==> config.mk <==
export PLATFORM = sky130hd
export DESIGN_NAME = sbus_frame_receiver_flat
export DESIGN_NICKNAME = d
export VERILOG_FILES = /design/src/rtl/core/sfr_pkg.sv /design/src/rtl/core/sfr_chan_if.sv /design/src/rtl/core/sfr_front.sv /design/src/rtl/core/sfr_queue.sv /design/src/rtl/core/sfr_back.sv /design/src/rtl/core/sbus_frame_receiver.sv /design/src/flat_wrapper.sv
export VERILOG_INCLUDE_DIRS = /design/src /design/src/rtl/core
export SDC_FILE = /design/constraint.sdc
export NUM_CORES = 1
export LEC_CHECK = 0
export BUFFER_PORTS_ARGS = -buffer_cell sky130_fd_sc_hd__buf_2
export CORE_AREA = 2 2 276 278
export CTS_BUF_LIST = sky130_fd_sc_hd__clkbuf_16
export CTS_CLUSTER_SIZE = 10
export DETAILED_ROUTE_END_ITERATION = 6
export DIE_AREA = 0 0 278 280
export MAX_ROUTING_LAYER = met4
export SLEW_MARGIN = 20
export SYNTH_ARGS = -nofsm -noshare
export SYNTH_HDL_FRONTEND = slang
export SYNTH_HIERARCHICAL = 1
export SYNTH_SLANG_ARGS = --single-unit
==> constraint.sdc <==
create_clock -name clk_i -period 13.01 [get_ports clk_i]
set_input_delay 2.602 -clock clk_i [delete_from_list [all_inputs] [get_ports clk_i]]
set_output_delay 2.602 -clock clk_i [all_outputs]
set_load 0.01 [all_outputs]
==> src/rtl/core/sbus_frame_receiver_defines.svh <==
// Assertion macros shared by the frame receiver RTL.
`ifndef SBUS_FRAME_RECEIVER_DEFINES_SVH
`define SBUS_FRAME_RECEIVER_DEFINES_SVH

// Same-cycle implication, sampled on clk_i, off during reset.
`define SFR_ASSERT_IMP(label, ante, cons, msg) \
  label: assert property (@(posedge clk_i) disable iff (!rst_ni) (ante) |-> (cons)) \
    else $error(msg);

// Next-cycle implication, sampled on clk_i, off during reset.
`define SFR_ASSERT_NXT(label, ante, cons, msg) \
  label: assert property (@(posedge clk_i) disable iff (!rst_ni) (ante) |=> (cons)) \
    else $error(msg);

`endif

==> src/rtl/core/sfr_pkg.sv <==
// Types, constants and register codes of the frame receiver.
`default_nettype none

package sfr_pkg;

  localparam int unsigned FRAME_BYTES    = 25;
  localparam int unsigned NUM_CHANNELS   = 16;
  localparam int unsigned CHAN_BITS      = 11;
  localparam int unsigned CHAN_IDX_BITS  = 4;
  localparam int unsigned PAY_BITS       = NUM_CHANNELS * CHAN_BITS;
  localparam int unsigned PAY_BYTES      = (PAY_BITS + 7) / 8;
  localparam int unsigned FLAG_BYTE      = 23;
  localparam int unsigned FLAG_BITS      = 4;
  localparam int unsigned TIMEOUT_BITS   = 16;
  localparam int unsigned MARKER_BITS    = 8;
  localparam int unsigned COUNT_BITS     = 5;
  localparam int unsigned CFG_INDEX_BITS = 8;
  localparam int unsigned CFG_DATA_BITS  = 16;
  localparam int unsigned AGE_BITS_DEF   = 16;
  localparam int unsigned QUEUE_DEPTH_DEF = 2;

  localparam logic [COUNT_BITS-1:0]    COUNT_MAX     = '1;
  localparam logic [CHAN_IDX_BITS-1:0] LAST_IDX      = CHAN_IDX_BITS'(NUM_CHANNELS - 1);
  localparam logic [TIMEOUT_BITS-1:0]  RST_TIMEOUT   = 16'd100;
  localparam logic [MARKER_BITS-1:0]   RST_START     = 8'h0F;
  localparam logic [MARKER_BITS-1:0]   RST_END       = 8'h00;
  localparam logic [CHAN_BITS-1:0]     RST_IDLE      = 11'd1024;

  localparam logic MODE_BYTE = 1'b0;
  localparam logic MODE_TICK = 1'b1;

  localparam logic [CFG_INDEX_BITS-1:0] REG_TIMEOUT = 8'd0;
  localparam logic [CFG_INDEX_BITS-1:0] REG_START   = 8'd1;
  localparam logic [CFG_INDEX_BITS-1:0] REG_END     = 8'd2;
  localparam logic [CFG_INDEX_BITS-1:0] REG_IDLE    = 8'd3;

  typedef struct packed {
    logic       mode;
    logic [7:0] rx_byte;
  } in_item_t;

  typedef struct packed {
    logic [CFG_INDEX_BITS-1:0] index;
    logic [CFG_DATA_BITS-1:0]  value;
  } cfg_item_t;

  typedef struct packed {
    logic [CHAN_IDX_BITS-1:0] channel_index;
    logic [CHAN_BITS-1:0]     channel_value;
    logic                     frame_lost;
    logic                     failsafe;
    logic                     digital_a;
    logic                     digital_b;
    logic                     stale;
    logic                     last;
  } out_item_t;

  typedef struct packed {
    logic [PAY_BITS-1:0]  chans;
    logic [FLAG_BITS-1:0] flags;
    logic                 stale;
  } job_t;

endpackage

`default_nettype wire

==> src/rtl/core/sfr_chan_if.sv <==
// Valid/ready channel carrying one payload item per transfer.
`default_nettype none

interface sfr_chan_if #(
  parameter type T = logic
);
  logic valid;
  logic ready;
  T     data;

  modport source (output valid, output data, input ready);
  modport sink   (input valid, input data, output ready);
endinterface

`default_nettype wire

==> src/rtl/core/sfr_front.sv <==
// Front end: byte window, frame and timeout detection, configuration registers.
`default_nettype none
`include "sbus_frame_receiver_defines.svh"

module sfr_front #(
  parameter int unsigned AGE_BITS = sfr_pkg::AGE_BITS_DEF
) (
  input  wire logic      clk_i,
  input  wire logic      rst_ni,
  sfr_chan_if.sink       in_if,
  sfr_chan_if.sink       cfg_if,
  output sfr_pkg::job_t  job_o,
  output logic           job_valid_o,
  input  wire logic      job_ready_i
);

  localparam int unsigned CMP_W =
    (AGE_BITS > sfr_pkg::TIMEOUT_BITS) ? AGE_BITS : sfr_pkg::TIMEOUT_BITS;

  logic [7:0]                         window_q [sfr_pkg::FRAME_BYTES];
  logic [sfr_pkg::COUNT_BITS-1:0]     cnt_q, cnt_inc;
  logic [AGE_BITS-1:0]                age_q, age_inc;
  logic                               stale_q;
  logic [sfr_pkg::TIMEOUT_BITS-1:0]   timeout_q;
  logic [sfr_pkg::MARKER_BITS-1:0]    start_q, end_q;
  logic [sfr_pkg::CHAN_BITS-1:0]      idle_q;

  logic                               in_fire, is_tick, frame_hit, stale_hit;
  logic [sfr_pkg::PAY_BITS-1:0]       payload;

  assign in_if.ready  = job_ready_i;
  assign cfg_if.ready = 1'b1;
  assign in_fire      = in_if.valid && in_if.ready;
  assign is_tick      = in_if.data.mode == sfr_pkg::MODE_TICK;

  assign cnt_inc = (cnt_q == sfr_pkg::COUNT_MAX) ? cnt_q : cnt_q + 1'b1;
  assign age_inc = (age_q == '1) ? age_q : age_q + 1'b1;

  assign frame_hit = !is_tick && (window_q[1] == start_q) &&
                     (in_if.data.rx_byte == end_q) &&
                     (cnt_inc >= sfr_pkg::COUNT_BITS'(sfr_pkg::FRAME_BYTES));
  assign stale_hit = is_tick && !stale_q && (CMP_W'(age_inc) > CMP_W'(timeout_q));

  // Payload bytes one onward of the shifted window, little-endian.
  always_comb begin
    payload = '0;
    for (int b = 0; b < sfr_pkg::PAY_BYTES; b++) begin
      payload[8*b +: 8] = window_q[b+2];
    end
  end

  always_comb begin
    if (is_tick) begin
      job_o.chans = {sfr_pkg::NUM_CHANNELS{idle_q}};
      job_o.flags = '0;
      job_o.stale = 1'b1;
    end else begin
      job_o.chans = payload;
      job_o.flags = window_q[sfr_pkg::FLAG_BYTE+1][sfr_pkg::FLAG_BITS-1:0];
      job_o.stale = 1'b0;
    end
  end

  assign job_valid_o = in_fire && (frame_hit || stale_hit);

  always_ff @(posedge clk_i or negedge rst_ni) begin
    if (!rst_ni) begin
      for (int i = 0; i < sfr_pkg::FRAME_BYTES; i++) begin
        window_q[i] <= '0;
      end
      cnt_q   <= '0;
      age_q   <= '1;
      stale_q <= 1'b1;
    end else if (in_fire) begin
      if (is_tick) begin
        age_q <= age_inc;
        if (stale_hit) begin
          stale_q <= 1'b1;
        end
      end else begin
        for (int i = 0; i < sfr_pkg::FRAME_BYTES - 1; i++) begin
          window_q[i] <= window_q[i+1];
        end
        window_q[sfr_pkg::FRAME_BYTES-1] <= in_if.data.rx_byte;
        if (frame_hit) begin
          cnt_q   <= '0;
          age_q   <= '0;
          stale_q <= 1'b0;
        end else begin
          cnt_q <= cnt_inc;
        end
      end
    end
  end

  always_ff @(posedge clk_i or negedge rst_ni) begin
    if (!rst_ni) begin
      timeout_q <= sfr_pkg::RST_TIMEOUT;
      start_q   <= sfr_pkg::RST_START;
      end_q     <= sfr_pkg::RST_END;
      idle_q    <= sfr_pkg::RST_IDLE;
    end else if (cfg_if.valid && cfg_if.ready) begin
      case (cfg_if.data.index)
        sfr_pkg::REG_TIMEOUT: timeout_q <= cfg_if.data.value[sfr_pkg::TIMEOUT_BITS-1:0];
        sfr_pkg::REG_START:   start_q   <= cfg_if.data.value[sfr_pkg::MARKER_BITS-1:0];
        sfr_pkg::REG_END:     end_q     <= cfg_if.data.value[sfr_pkg::MARKER_BITS-1:0];
        sfr_pkg::REG_IDLE:    idle_q    <= cfg_if.data.value[sfr_pkg::CHAN_BITS-1:0];
        default: ;
      endcase
    end
  end

  `SFR_ASSERT_IMP(a_push_room, job_valid_o, job_ready_i, "job pushed without queue room")
  `SFR_ASSERT_NXT(a_frame_clears, in_fire && frame_hit, (cnt_q == '0) && (age_q == '0) && !stale_q, "frame did not clear counters")

endmodule

`default_nettype wire

==> src/rtl/core/sfr_queue.sv <==
// Short register queue of decoded jobs between front and back end.
`default_nettype none
`include "sbus_frame_receiver_defines.svh"

module sfr_queue #(
  parameter int unsigned DEPTH = sfr_pkg::QUEUE_DEPTH_DEF
) (
  input  wire logic          clk_i,
  input  wire logic          rst_ni,
  input  wire logic          push_i,
  input  wire sfr_pkg::job_t push_data_i,
  output logic               ready_o,
  input  wire logic          pop_i,
  output sfr_pkg::job_t      pop_data_o,
  output logic               valid_o
);

  localparam int unsigned PTR_W = (DEPTH > 1) ? $clog2(DEPTH) : 1;
  localparam int unsigned CNT_W = $clog2(DEPTH + 1);

  sfr_pkg::job_t     mem_q [DEPTH];
  logic [PTR_W-1:0]  wr_q, rd_q;
  logic [CNT_W-1:0]  cnt_q;
  logic              do_push, do_pop;

  assign ready_o    = cnt_q != CNT_W'(DEPTH);
  assign valid_o    = cnt_q != '0;
  assign pop_data_o = mem_q[rd_q];
  assign do_push    = push_i && ready_o;
  assign do_pop     = pop_i && valid_o;

  always_ff @(posedge clk_i) begin
    if (do_push) begin
      mem_q[wr_q] <= push_data_i;
    end
  end

  always_ff @(posedge clk_i or negedge rst_ni) begin
    if (!rst_ni) begin
      wr_q  <= '0;
      rd_q  <= '0;
      cnt_q <= '0;
    end else begin
      if (do_push) begin
        wr_q <= (wr_q == PTR_W'(DEPTH - 1)) ? '0 : wr_q + 1'b1;
      end
      if (do_pop) begin
        rd_q <= (rd_q == PTR_W'(DEPTH - 1)) ? '0 : rd_q + 1'b1;
      end
      if (do_push && !do_pop) begin
        cnt_q <= cnt_q + 1'b1;
      end else if (do_pop && !do_push) begin
        cnt_q <= cnt_q - 1'b1;
      end
    end
  end

  `SFR_ASSERT_IMP(a_cnt_bound, 1'b1, cnt_q <= CNT_W'(DEPTH), "queue count beyond depth")

endmodule

`default_nettype wire

==> src/rtl/core/sfr_back.sv <==
// Back end: expands one job into sixteen channel results behind an output register.
`default_nettype none
`include "sbus_frame_receiver_defines.svh"

module sfr_back (
  input  wire logic          clk_i,
  input  wire logic          rst_ni,
  input  wire logic          job_valid_i,
  input  wire sfr_pkg::job_t job_i,
  output logic               job_pop_o,
  sfr_chan_if.source         out_if
);

  sfr_pkg::job_t                     job_q;
  logic                              busy_q;
  logic [sfr_pkg::CHAN_IDX_BITS-1:0] idx_q;
  logic                              out_valid_q;
  sfr_pkg::out_item_t                out_q, res;
  logic                              adv, at_last;

  assign adv       = !out_valid_q || out_if.ready;
  assign at_last   = idx_q == sfr_pkg::LAST_IDX;
  assign job_pop_o = job_valid_i && (!busy_q || (adv && at_last));

  assign out_if.valid = out_valid_q;
  assign out_if.data  = out_q;

  always_comb begin
    res.channel_index = idx_q;
    res.channel_value = job_q.chans[idx_q*sfr_pkg::CHAN_BITS +: sfr_pkg::CHAN_BITS];
    res.frame_lost    = job_q.flags[2];
    res.failsafe      = job_q.flags[3];
    res.digital_a     = job_q.flags[0];
    res.digital_b     = job_q.flags[1];
    res.stale         = job_q.stale;
    res.last          = at_last;
  end

  always_ff @(posedge clk_i) begin
    if (job_pop_o) begin
      job_q <= job_i;
    end
    if (adv && busy_q) begin
      out_q <= res;
    end
  end

  always_ff @(posedge clk_i or negedge rst_ni) begin
    if (!rst_ni) begin
      busy_q      <= 1'b0;
      idx_q       <= '0;
      out_valid_q <= 1'b0;
    end else begin
      if (adv) begin
        out_valid_q <= busy_q;
        if (busy_q) begin
          idx_q <= idx_q + 1'b1;
          if (at_last) begin
            busy_q <= 1'b0;
          end
        end
      end
      if (job_pop_o) begin
        busy_q <= 1'b1;
      end
    end
  end

  `SFR_ASSERT_IMP(a_idle_idx, !busy_q, idx_q == '0, "index not at zero while idle")
  `SFR_ASSERT_NXT(a_run_end, busy_q && adv && at_last && !job_valid_i, !busy_q && (idx_q == '0), "run did not end after last result")

endmodule

`default_nettype wire

==> src/rtl/core/sbus_frame_receiver.sv <==
// Top level of the 16-channel serial RC frame receiver.
//
// Channels:
//   in_if  - one item per transfer: a received byte (mode 0) or a 1 ms tick (mode 1).
//   cfg_if - register writes (index, value): 0 timeout_ms, 1 start_marker,
//            2 end_marker, 3 idle_value; other indexes are accepted and dropped.
//   out_if - channel results, sixteen per run, last set on channel fifteen.
// A byte that completes a frame starts a run of decoded channels; a tick that
// takes the frame age past timeout_ms starts one run of idle values marked stale.
// Throughput: one input item per cycle while the job queue has room; a run drains
// at one result per cycle while out_if is ready, set by the single result counter
// of the back end. The first result of a run passes a queue entry, the job
// register and the output register of the back end, when the back end is idle.
// A job queue (depth QUEUE_DEPTH, two by default) parts input from output; if out_if
// stalls long enough for the queue to fill, in_if.ready drops until a run ends.
// Reset: registers take their default values, the byte window clears, the
// age saturates and the stale mark is set, so no stale run precedes a frame.
`default_nettype none

module sbus_frame_receiver #(
  parameter int unsigned AGE_BITS    = sfr_pkg::AGE_BITS_DEF,
  parameter int unsigned QUEUE_DEPTH = sfr_pkg::QUEUE_DEPTH_DEF
) (
  input  wire logic  clk_i,
  input  wire logic  rst_ni,
  sfr_chan_if.sink   in_if,
  sfr_chan_if.sink   cfg_if,
  sfr_chan_if.source out_if
);

  sfr_pkg::job_t push_job, pop_job;
  logic          push_valid, push_ready, pop_valid, pop_req;

  sfr_front #(
    .AGE_BITS (AGE_BITS)
  ) u_front (
    .clk_i       (clk_i),
    .rst_ni      (rst_ni),
    .in_if       (in_if),
    .cfg_if      (cfg_if),
    .job_o       (push_job),
    .job_valid_o (push_valid),
    .job_ready_i (push_ready)
  );

  sfr_queue #(
    .DEPTH (QUEUE_DEPTH)
  ) u_queue (
    .clk_i       (clk_i),
    .rst_ni      (rst_ni),
    .push_i      (push_valid),
    .push_data_i (push_job),
    .ready_o     (push_ready),
    .pop_i       (pop_req),
    .pop_data_o  (pop_job),
    .valid_o     (pop_valid)
  );

  sfr_back u_back (
    .clk_i       (clk_i),
    .rst_ni      (rst_ni),
    .job_valid_i (pop_valid),
    .job_i       (pop_job),
    .job_pop_o   (pop_req),
    .out_if      (out_if)
  );

endmodule

`default_nettype wire

==> src/flat_wrapper.sv <==
// flat-port wrapper written by rule: the top's interface ports become plain ports
module sbus_frame_receiver_flat import sfr_pkg::*;
#(
  parameter int unsigned AGE_BITS    = sfr_pkg::AGE_BITS_DEF,
  parameter int unsigned QUEUE_DEPTH = sfr_pkg::QUEUE_DEPTH_DEF
)
  (clk_i, rst_ni, in_if_valid, in_if_data, in_if_ready, cfg_if_valid, cfg_if_data, cfg_if_ready, out_if_valid, out_if_data, out_if_ready);
  sfr_chan_if #(.T(in_item_t)) in_if_i ();
  sfr_chan_if #(.T(cfg_item_t)) cfg_if_i ();
  sfr_chan_if #(.T(out_item_t)) out_if_i ();
  input  wire logic clk_i;
  input  wire logic rst_ni;
  input wire logic [$bits(in_if_i.valid)-1:0] in_if_valid;
  input wire logic [$bits(in_if_i.data)-1:0] in_if_data;
  output wire logic [$bits(in_if_i.ready)-1:0] in_if_ready;
  input wire logic [$bits(cfg_if_i.valid)-1:0] cfg_if_valid;
  input wire logic [$bits(cfg_if_i.data)-1:0] cfg_if_data;
  output wire logic [$bits(cfg_if_i.ready)-1:0] cfg_if_ready;
  output wire logic [$bits(out_if_i.valid)-1:0] out_if_valid;
  output wire logic [$bits(out_if_i.data)-1:0] out_if_data;
  input wire logic [$bits(out_if_i.ready)-1:0] out_if_ready;
  assign in_if_i.valid = in_if_valid;
  assign in_if_i.data = in_if_data;
  assign in_if_ready = in_if_i.ready;
  assign cfg_if_i.valid = cfg_if_valid;
  assign cfg_if_i.data = cfg_if_data;
  assign cfg_if_ready = cfg_if_i.ready;
  assign out_if_valid = out_if_i.valid;
  assign out_if_data = out_if_i.data;
  assign out_if_i.ready = out_if_ready;
  sbus_frame_receiver #(.AGE_BITS(AGE_BITS), .QUEUE_DEPTH(QUEUE_DEPTH)) u_core (.clk_i(clk_i), .rst_ni(rst_ni), .in_if(in_if_i), .cfg_if(cfg_if_i), .out_if(out_if_i));
endmodule
# After elaboration in Yosys (flattened, before gate mapping)
# Memories as Yosys holds them, arrays and structs flattened. A register that Yosys moved wholly into a read port is not among the register bits.
# Index checks and enable logic that the tools add are counted.
# Widths: inputs -> output; s select.
dict set report totals {
  out_inout_bits 24
  memories 1
  mem_bits_rw 362
  latchBits 0
  inputBits 38
  word_cells 123
  register_bits 288
  mem_bits_ro 0
}
# memory words word_bits rd rd_clocked_by_memory_dff write_ports line
set memory_table {}
lappend memory_table {u_core.u_queue.mem_q 2 181 1 1 1 sfr_queue.sv:21} ;# sfr_pkg::job_t mem_q [DEPTH];
dict set report op_classes {
  n_bitwise 1
  muxes 19
  shifts 1
  n_lt_le_gt_ge 2
  n_addsub 7
  reduce_logical 36
  multipliers 1
  eq_ne 10
  div_mod_pow 0
}
# operator n
set op_table {}
lappend op_table {{$mux 181} 1}
lappend op_table {{$shiftx 176x9->11} 1}
lappend op_table {{$mux 16} 3}
lappend op_table {{$add 16x1->16 const B} 1}
lappend op_table {{$eq 16x16->1 const B} 1}
lappend op_table {{$eq 8x2->1 const B} 2}
lappend op_table {{$eq 8x8->1} 2}
lappend op_table {{$gt 16x16->1} 1}
lappend op_table {{$logic_and 1x1->1} 14}
lappend op_table {{$reduce_and 2->1} 7}
lappend op_table {{$mux 1} 11}
lappend op_table {{$mux 5} 2}
lappend op_table {{$eq 8x1->1 const B} 1}
lappend op_table {{$logic_not 8->1} 1}
lappend op_table {{$mul 4x4->8 const B} 1}
lappend op_table {{$reduce_bool 2->1} 4}
lappend op_table {{$logic_not 1->1} 6}
lappend op_table {{$add 5x1->5 const B} 1}
lappend op_table {{$eq 5x5->1 const B} 1}
lappend op_table {{$ge 5x5->1 const B} 1}
lappend op_table {{$add 4x1->4 const B} 1}
lappend op_table {{$eq 4x4->1 const B} 1}
lappend op_table {{$mux 2} 2}
lappend op_table {{$logic_or 1x1->1} 3}
lappend op_table {{7 further kinds} 8}

# Logic depth before layout (Yosys ltp)
# Gate-level depths: netlist of run 1.
dict set report logic_depth {
  depth_word 11
  ltp_mapped 17
  depth_no_buf 17
}

# Hierarchy
# Netlist of run 1, hierarchy kept.
# module instances seq_area_each_um2 cells_per_inst area_each_um2
set by_module_without_submodules {}
lappend by_module_without_submodules {sfr_queue 1 10970.5 581 13365.3}
lappend by_module_without_submodules {sfr_front 1 6462.4 1410 12261.8}
lappend by_module_without_submodules {sfr_back 1 6216.0 345 7790.0}

# Worst setup path after synthesis of run 1
# OpenSTA, ideal clock, no wires.
dict set report synth_timing {
  kind {in2reg}
  from {input port in_if_data[5]}
  to {memory u_core/u_queue/mem_q[0][0] (netlist name), enable pin}
  path_stages 8
  arrival_time_ns 11.414
  setup_slack_ns 0.871
  path_buffers 1
  cell_sequence {xor2_1 nor4_1 nand4_1 nor4_4 buf_4 o21bai_1 nand2_1 nor2_1}
}
dict set report synth_via {
  elab_chain_len 8
}
# item line
set synth_rtl {}
lappend synth_rtl {{from (decl)} flat_wrapper.sv:14} ;# input wire logic [$bits(in_if_i.data)-1:0] in_if_data;
lappend synth_rtl {{$eq 8x8->1} sfr_front.sv:40} ;# (in_if.data.rx_byte == end_q) &&
lappend synth_rtl {{$logic_and 1x1->1} sfr_front.sv:39} ;# assign frame_hit = !is_tick && (window_q[1] == start_q) &&
lappend synth_rtl {{$logic_and 1x1->1} sfr_front.sv:40}
lappend synth_rtl {{$logic_or 1x1->1} sfr_front.sv:64} ;# assign job_valid_o = in_fire && (frame_hit || stale_hit);
lappend synth_rtl {{$logic_and 1x1->1} sfr_front.sv:64}
lappend synth_rtl {{via u_core.push_valid} sbus_frame_receiver.sv:32} ;# logic push_valid, push_ready, pop_valid, pop_req;
lappend synth_rtl {{$logic_and 1x1->1} sfr_queue.sv:29} ;# assign do_push = push_i && ready_o;
lappend synth_rtl {{$mux 1} sfr_queue.sv:33} ;# if (do_push) begin
lappend synth_rtl {{$mux 1 (not written as such)} sfr_queue.sv:34} ;# mem_q[wr_q] <= push_data_i;
lappend synth_rtl {{to (decl)} sfr_queue.sv:21}
# The timed path passes the listed nets, and every way through them passes these cells.

# Worst setup path after layout of run 1
dict set report layout_timing {
  from {input port in_if_data[8]}
  to {memory u_core/u_queue/mem_q[0][37] (netlist name), enable pin}
}
dict set report layout_via {
  elab_chain_len 9
  word_cells_on_any_way 11
}
# item line
set layout_rtl {}
lappend layout_rtl {{$logic_not 1->1} sfr_front.sv:39}
lappend layout_rtl {{$logic_and 1x1->1 (2 in series)} sfr_front.sv:39}
lappend layout_rtl {{$logic_and 1x1->1} sfr_front.sv:40}
lappend layout_rtl {{$logic_or 1x1->1 *} sfr_front.sv:64}
lappend layout_rtl {{$logic_and 1x1->1 *} sfr_front.sv:64}
lappend layout_rtl {{via u_core.push_valid} sbus_frame_receiver.sv:32}
lappend layout_rtl {{$logic_and 1x1->1 *} sfr_queue.sv:29}
lappend layout_rtl {{$mux 1 *} sfr_queue.sv:33}
lappend layout_rtl {{$mux 1 (not written as such) *} sfr_queue.sv:34}
# The timed path passes the listed nets; every way through them passes the cells marked *.

==> impl_metrics.json, run 1 <==
{
  "worst-r2r-setup-slack_ns": 7.09,
  "finalHoldViolations": 0,
  "die_w_um": 278,
  "grt_antenna_before_repair": 3,
  "cts.repair_timing.setup_buffer_count": 0,
  "yosys-top-cells-count": "edfxtp_1, o21ai_0, nand2_1, dfrtp_1, mux2_2",
  "initialDrtViolationCount": 1606,
  "ys_types": 62,
  "maximum_number_of_pins_on_one_net_before_global_route_repair": 128,
  "grt_pass1_vias": 19000,
  "synthTopCellsByArea": "edfxtp_1, dfrtp_1, mux2_2, o21ai_0, nand2_1",
  "core_area_mm2": 0.0752,
  "nFillCells": 6298,
  "source_of_the_worst_register_to_register_timing_path": "u_core/u_front/age_q[0]",
  "timing.fmax_mhz": 148,
  "timing.hold.worst_path_depth": 0,
  "maximum_number_of_buffers_from_clock_root_to_sink": 3,
  "max_slew_margin_vs_limit_pct": 25.3,
  "final_critical_path_required_period_ns": 6.75,
  "via_per_inst": 5.36,
  "numPortBuffers": 60,
  "synth_async_sr_flop_share_pct": 32.1,
  "syn_area_per_cell_um2": 14.3,
  "seq_area_frac_synth_pct": 70.8,
  "drt_pre_antenna_iters": 5,
  "synthDominantAreaCellType": "edfxtp_1",
  "netlist_area_mm2": 0.0334,
  "whs_ns": 0.420,
  "critPathKind": "in -> reg",
  "cts_resized": 0,
  "switching_share_pct": 23.6,
  "postCtsHoldBufs": 0,
  "synth-edff-count": 564,
  "floorplan.die_area_mm2": 0.0778,
  "grtUsageTotal_pct": 19.1,
  "clock_power_share_pct": 39.7,
  "utilization_after_layout_pct": 49.4,
  "cts-root-buf": "clkbuf_16",
  "ys_warn_count": 6,
  "design_area_mm2": 0.0371,
  "insertion_delay_ns": 0.64,
  "cts_sinks": 831,
  "cp_data_required_time_ns": 13.24,
  "grt-ovfl-total": 0,
  "outcome": "completed",
  "timing.final.max_slew_violations": 0,
  "place_congestion": 0.829,
  "cts_tree": "yes",
  "pin_count": 62,
  "reg_to_reg_endpoint": "u_core/u_queue/mem_q[0][37]",
  "finalCritPeriodShare_pct": 51.9,
  "post_synth_inst_count": 2336,
  "hold_start": "u_core/u_back/job_q[3]",
  "fin_worst_skew_ns": 0.0292,
  "inserted_clock_buffers": 94,
  "net_switching_power_of_the_design_w": 0.00137,
  "synth_fp_nets": 2395,
  "placed_cell_area_mm2": 0.0344,
  "top_layer": "met4",
  "worst-r2r-cell-count": 14,
  "starting_density_pct": 44.4,
  "p_comb_share_pct": 7.1,
  "setup_viol": 0,
  "detailroute.wirelength.met3_um": 3980,
  "intPower_w": 0.00444,
  "tightest_slew_ns": 1.12,
  "share_of_total_power_in_sequential_cells_pct": 53.2,
  "wire_per_inst_um": 20.8,
  "hpwlAfterDp_um": 43500,
  "cp_max_fo": 127,
  "netlist.area_leader.share_pct": 50.7,
  "start_kind": "primary input",
  "ir_drop_mv": 0.0894,
  "ant_nets": 0,
  "route.vias.total": 18500,
  "area.growth.synth_to_final_pct": 11.1,
  "layout.area.seq_mm2": 0.0237,
  "drcViolationCount": 0,
  "maxCapViolCount": 0,
  "worst_setup_path_end_kind": "flop",
  "nNetsFinal": 2443,
  "synth.ff_latch_count": 831,
  "crit_arrival_ns": 6.98,
  "cts.clk_slew.worst_paths_ns": 0.05,
  "wl_met2_um": 34400,
  "static-leakage-power_nw": 14.0,
  "drt_wl_total_um": 71600,
  "worst_hold_path_type": "reg -> reg",
  "primary_ff_master_synth": "edfxtp_1",
  "power_per_cell_area_mw_per_mm2": 156,
  "timing.hold.worst_endpoint": "u_core/u_back/out_if.data[5]",
  "wl_met1_um": 31200,
  "yosysMostFrequentCell": "edfxtp_1",
  "setup_total_negative_slack_ns": 0,
  "grt_first_pass_wirelength_um": 111000,
  "drive_gt1_share_pct": 19.1,
  "rsz_0062_raised_after_global_routing": "no",
  "worst_setup_path_startpoint": "in_if_data[8]",
  "multi_input_comb_area_mm2": 0.00828,
  "finalPower_w": 0.00581,
  "placement_rows": 101,
  "dieHeight_um": 280,
  "htreeDepth": 3
}
-- through the flow --
stage,std cells,worst slack (ns)
2_1_floorplan,2336,0.871
5_1_grt,3443,5.88
6_report,3443,6.26
3_5_place_dp,3266,5.58
4_1_cts,3440,6.24
3_3_place_gp,3266,5.61
-- registers in the layout (all words and copies together) (netlist names), 5 cells and up --
register	count
u_core/u_queue/mem_q	362
u_core/u_back/job_q	181
u_core/u_front/payload	176
u_core/u_back/out_if.data	21
u_core/u_front/age_q	16
u_core/u_front/timeout_q	16
u_core/u_front/window_q	16
u_core/u_front/idle_q	11
u_core/u_front/end_q	8
u_core/u_front/start_q	8
u_core/u_front/cnt_q	5
-- worst max-delay path, stage by stage --
cell	delay [ns]
buf_6	0.63
nand3_1	0.98
a21oi_1	0.47
o31ai_1	0.12
o21bai_1	0.20
nand2_1	0.17
nor2_4	0.10
buf_4	0.61
buf_4	0.98
-- layout make-up --
cell class | instances | area share (%)
clock buffers | 95 | 6.40
multi-input cells | 1175 | 22.3
inverters | 197 | 1.99
clock inverters | 79 | 0.910
well taps | 978 | 3.30
repair buffers | 85 | 1.36
flip-flops and latches | 831 | 63.7
diodes | 3 | 0.0202
-- worst max-delay path by stage --
stage | slack (ns) | to | depth (start not counted)
2_1_floorplan | 0.87 | u_core/u_queue/mem_q[0][0] | 8
3_3_place_gp | 5.61 | u_core/u_queue/mem_q[0][98] | 9
3_5_place_dp | 5.58 | u_core/u_queue/mem_q[0][73] | 9
4_1_cts | 6.24 | u_core/u_queue/mem_q[0][37] | 9
5_1_grt | 5.88 | u_core/u_queue/mem_q[0][26] | 9
6_report | 6.26 | u_core/u_queue/mem_q[0][37] | 9
-- cell families (layout without fill, tap and decap cells) --
| group | count (synthesis) | after routing | share of synthesized area (%) |
|---|---|---|---|
| AO/OA/AOI/OAI | 460 | 460 | 7.32 |
| XOR/XNOR | 36 | 36 | 0.944 |
| adder cells (fa/ha/maj) | 21 | 21 | 0.786 |
| buffers and inverters | 330 | 456 | 4.53 |
| flip-flops | 831 | 831 | 70.8 |
| multiplexers | 287 | 287 | 10.7 |
| other | 1 | 4 | 0.0112 |
| AND/OR/NAND/NOR | 370 | 370 | 4.97 |
-- layer usage --
layer	GRT usage [%]	up-vias
met5	-	-
met4	5.99	0
met3	4.00	136
met2	30.4	466
met1	24.7	9386
li1	-	8475
-- cell usage in the layout, fill, tap and decap left out, drive strengths merged, types with 9 or more instances in the layout --
master and n:
edfxtp 564, o21ai 401, inv 271, nand2 268, dfrtp 242, mux2 212
clkbuf 95, buf 85, mux2i 42, mux4 33, dfstp 25, nor2 23
ha 21, xor2 20, xnor2 16, a21oi 14, a22oi 11, a32oi 11
and2 10, nor4 9
-- power groups by stage --
stage	registers (W)	clock network (W)	logic [W]
detailed placement	0.00314	0	0.000409
finish	0.00309	0.00231	0.000410
global placement	0.00314	0	0.000391
CTS	0.00309	0.00236	0.000412
floorplan	0.00309	0	0.000287
global route	0.00311	0.00247	0.000466
Power figures use the tool's default switching activity.
==> run 2, diff against run 1 <==
==> constraint.sdc (replaced) <==
create_clock -name clk_i -period 5.7 [get_ports clk_i]
set_input_delay 1.14 -clock clk_i [delete_from_list [all_inputs] [get_ports clk_i]]
set_output_delay 1.14 -clock clk_i [all_outputs]
set_load 0.01 [all_outputs]
==> run 2 against run 1 <==
Clock power rose by 130%. Count of clock-buffer cells in the layout increased by 1. Power grew 130%. Global-route usage rose by 0.90 points. Die area did not move. Clock skew is 0.0029 ns lower. Via count shrank 0.28%. Largest cell class unchanged. Critical path type is now reg -> reg.
==> impl_metrics.json, run 2 (same netlist as run 1, synthesis figures left out) <==
{
  "outcome": "completed",
  "tightest_slew_ns": 0.999,
  "critical_path.max_stage_delay_ns": 0.75,
  "hold_start": "u_core/u_back/job_q[4]",
  "crit_arrival_ns": 5.16,
  "worst_setup_path_end_kind": "flop",
  "fin_worst_skew_ns": 0.0263,
  "core_area_mm2": 0.0752,
  "layout_common_cells": "edfxtp_1, o21ai_0, inv_1",
  "cts.clk_slew.worst_paths_ns": 0.06,
  "initialDrtViolationCount": 1484,
  "source_of_the_worst_register_to_register_timing_path": "u_core/u_front/age_q[0]",
  "ir_drop_mv": 0.210,
  "worst-r2r-cell-count": 14,
  "die_w_um": 278,
  "layout.cells.most_common": "edfxtp_1",
  "pin_count": 62,
  "top_layer": "met4",
  "maxCapViolCount": 0,
  "timing.final.max_slew_violations": 0,
  "intPower_w": 0.0102,
  "starting_density_pct": 44.4,
  "path_cells": "ha_4 > nand4_1 > or4_4 > and3_4 > xor2_1 > ha_1 > nand4_1 > nor4_2 > a21boi_2 > o31ai_1 > o21bai_1 > nand2_1 > nor2_4 > buf_12",
  "cp_max_fo": 31,
  "max_slew_margin_vs_limit_pct": 33.4,
  "place_congestion": 0.827,
  "power_per_cell_area_mw_per_mm2": 356,
  "register_bank_with_the_most_flops": "u_core/u_queue/mem_q",
  "nNetsFinal": 2454,
  "cp_data_required_time_ns": 6.01,
  "timing.hold.worst_endpoint": "u_core/u_back/out_if.data[4]",
  "design_area_mm2": 0.0375,
  "timing.critical_path.depth": 14,
  "final_critical_path_required_period_ns": 4.85,
  "worst-r2r-setup-slack_ns": 0.85,
  "route.vias.total": 18400,
  "maximum_number_of_buffers_from_clock_root_to_sink": 3,
  "switching_share_pct": 23.9,
  "wire_per_inst_um": 21.4,
  "grtUsageTotal_pct": 20.0,
  "cts_tree": "yes",
  "placement_rows": 101,
  "cts-root-buf": "clkbuf_16",
  "worst_hold_path_type": "reg -> reg",
  "timing.fmax_mhz": 206,
  "finalPower_w": 0.0134,
  "drt_pre_antenna_iters": 5,
  "clock_power_share_pct": 40.1,
  "ant_nets": 0,
  "drt_wl_total_um": 74000,
  "p_comb_share_pct": 7.1,
  "largest_register_ff_count": 362,
  "drcViolationCount": 0,
  "cts_sinks": 831,
  "critical_path_buf_inv_count": 1,
  "nFillCells": 6250,
  "worst_path_most_repeated_cell": "nand4_1",
  "grt_antenna_before_repair": 0,
  "worst_path_max_delay_cell": "nor2_4",
  "critPathKind": "reg -> reg",
  "detailroute.wirelength.met3_um": 3340,
  "antenna_cells": 0,
  "timing.hold.worst_path_depth": 0,
  "grt_first_pass_wirelength_um": 115000,
  "area.growth.synth_to_final_pct": 12.2,
  "floorplan.die_area_mm2": 0.0778,
  "placed_cell_area_mm2": 0.0347,
  "start_kind": "flop",
  "postCtsHoldBufs": 0,
  "net_switching_power_of_the_design_w": 0.00319,
  "reg_to_reg_endpoint": "u_core/u_queue/mem_q[0][85]",
  "drive_gt1_share_pct": 19.8,
  "finalCritPeriodShare_pct": 85.1,
  "path_delay_family": "simple AND/OR/NAND/NOR gates",
  "setup_viol": 0,
  "hpwlAfterDp_um": 46300,
  "finalHoldViolations": 0,
  "wl_met2_um": 35800,
  "wl_met1_um": 33100,
  "insertion_delay_ns": 0.64,
  "numPortBuffers": 60,
  "cts.repair_timing.setup_buffer_count": 0,
  "share_of_total_power_in_sequential_cells_pct": 52.8,
  "htreeDepth": 3,
  "rsz_0062_raised_after_global_routing": "no",
  "maximum_number_of_pins_on_one_net_before_global_route_repair": 111,
  "static-leakage-power_nw": 14.1,
  "grt_pass1_vias": 19100,
  "grt-ovfl-total": 0,
  "cts_resized": 0,
  "dieHeight_um": 280,
  "via_per_inst": 5.33,
  "inserted_clock_buffers": 94
}
-- run 2: changes by cell type in the layout (fill, tap and decap cells not counted), sizes merged --
cell / change
diode: -3
clkbuf: +1
buf: +11
clkinv: +2
-- run 2: power groups by stage --
stage | combinational (W) | sequential [W] | clock, W
2_1_floorplan | 0.000657 | 0.00706 | 0
4_1_cts | 0.000959 | 0.00706 | 0.00548
3_3_place_gp | 0.000914 | 0.00716 | 0
3_5_place_dp | 0.000949 | 0.00718 | 0
5_1_grt | 0.00109 | 0.00710 | 0.00575
6_report | 0.000946 | 0.00706 | 0.00536
-- run 2: metrics by stage --
stage,utilization (%),setup slack (ns),std cells,TNS (ns),hold WS (ns)
floorplan,-,-0.304,2336,-54.99,0.400
global placement,46.2,0.915,3277,0,0.407
detailed placement,46.2,0.881,3277,0,0.408
CTS,49.9,0.844,3454,0,0.421
global route,49.9,0.558,3454,0,0.429
finish,49.9,0.851,3454,0,0.422
-- run 2: how the worst max path moves through the flow --
stage / start / to / slack [ns]
floorplan: u_core/u_front/age_q[0] / u_core/u_queue/mem_q[0][0] / -0.30
global placement: u_core/u_front/age_q[0] / u_core/u_queue/mem_q[0][86] / 0.91
detailed placement: u_core/u_front/age_q[0] / u_core/u_queue/mem_q[0][74] / 0.88
CTS: u_core/u_front/age_q[0] / u_core/u_queue/mem_q[0][108] / 0.84
global route: u_core/u_front/age_q[5] / u_core/u_queue/mem_q[0][85] / 0.56
finish: u_core/u_front/age_q[0] / u_core/u_queue/mem_q[0][85] / 0.85
-- run 2: final cells by class --
class	instances	area [µm²]	area share [%]
tap	978	1220	3.26
multi-input combinational	1175	8320	22.2
clock buffer	96	2400	6.41
sequential	831	23700	63.1
clock inverter	81	379	1.01
timing repair buffer	96	774	2.07
inverter	197	739	1.97
-- run 2: worst reg2reg max path, cell delays in order (launching register included) --
cell and delay, ns:
dfstp_2 0.61, ha_4 0.17, nand4_1 0.27, or4_4 0.57
and3_4 0.22, xor2_1 0.14, ha_1 0.31, nand4_1 0.12
nor4_2 0.28, a21boi_2 0.25, o31ai_1 0.08, o21bai_1 0.22
nand2_1 0.18, nor2_4 0.75, buf_12 0.33
-- run 2: per-layer routing --
metal / GRT usage (%) / vias up
met5: - / -
met4: 6.00 / 0
met3: 2.93 / 118
met2: 31.6 / 420
met1: 27.0 / 9376
li1: - / 8498
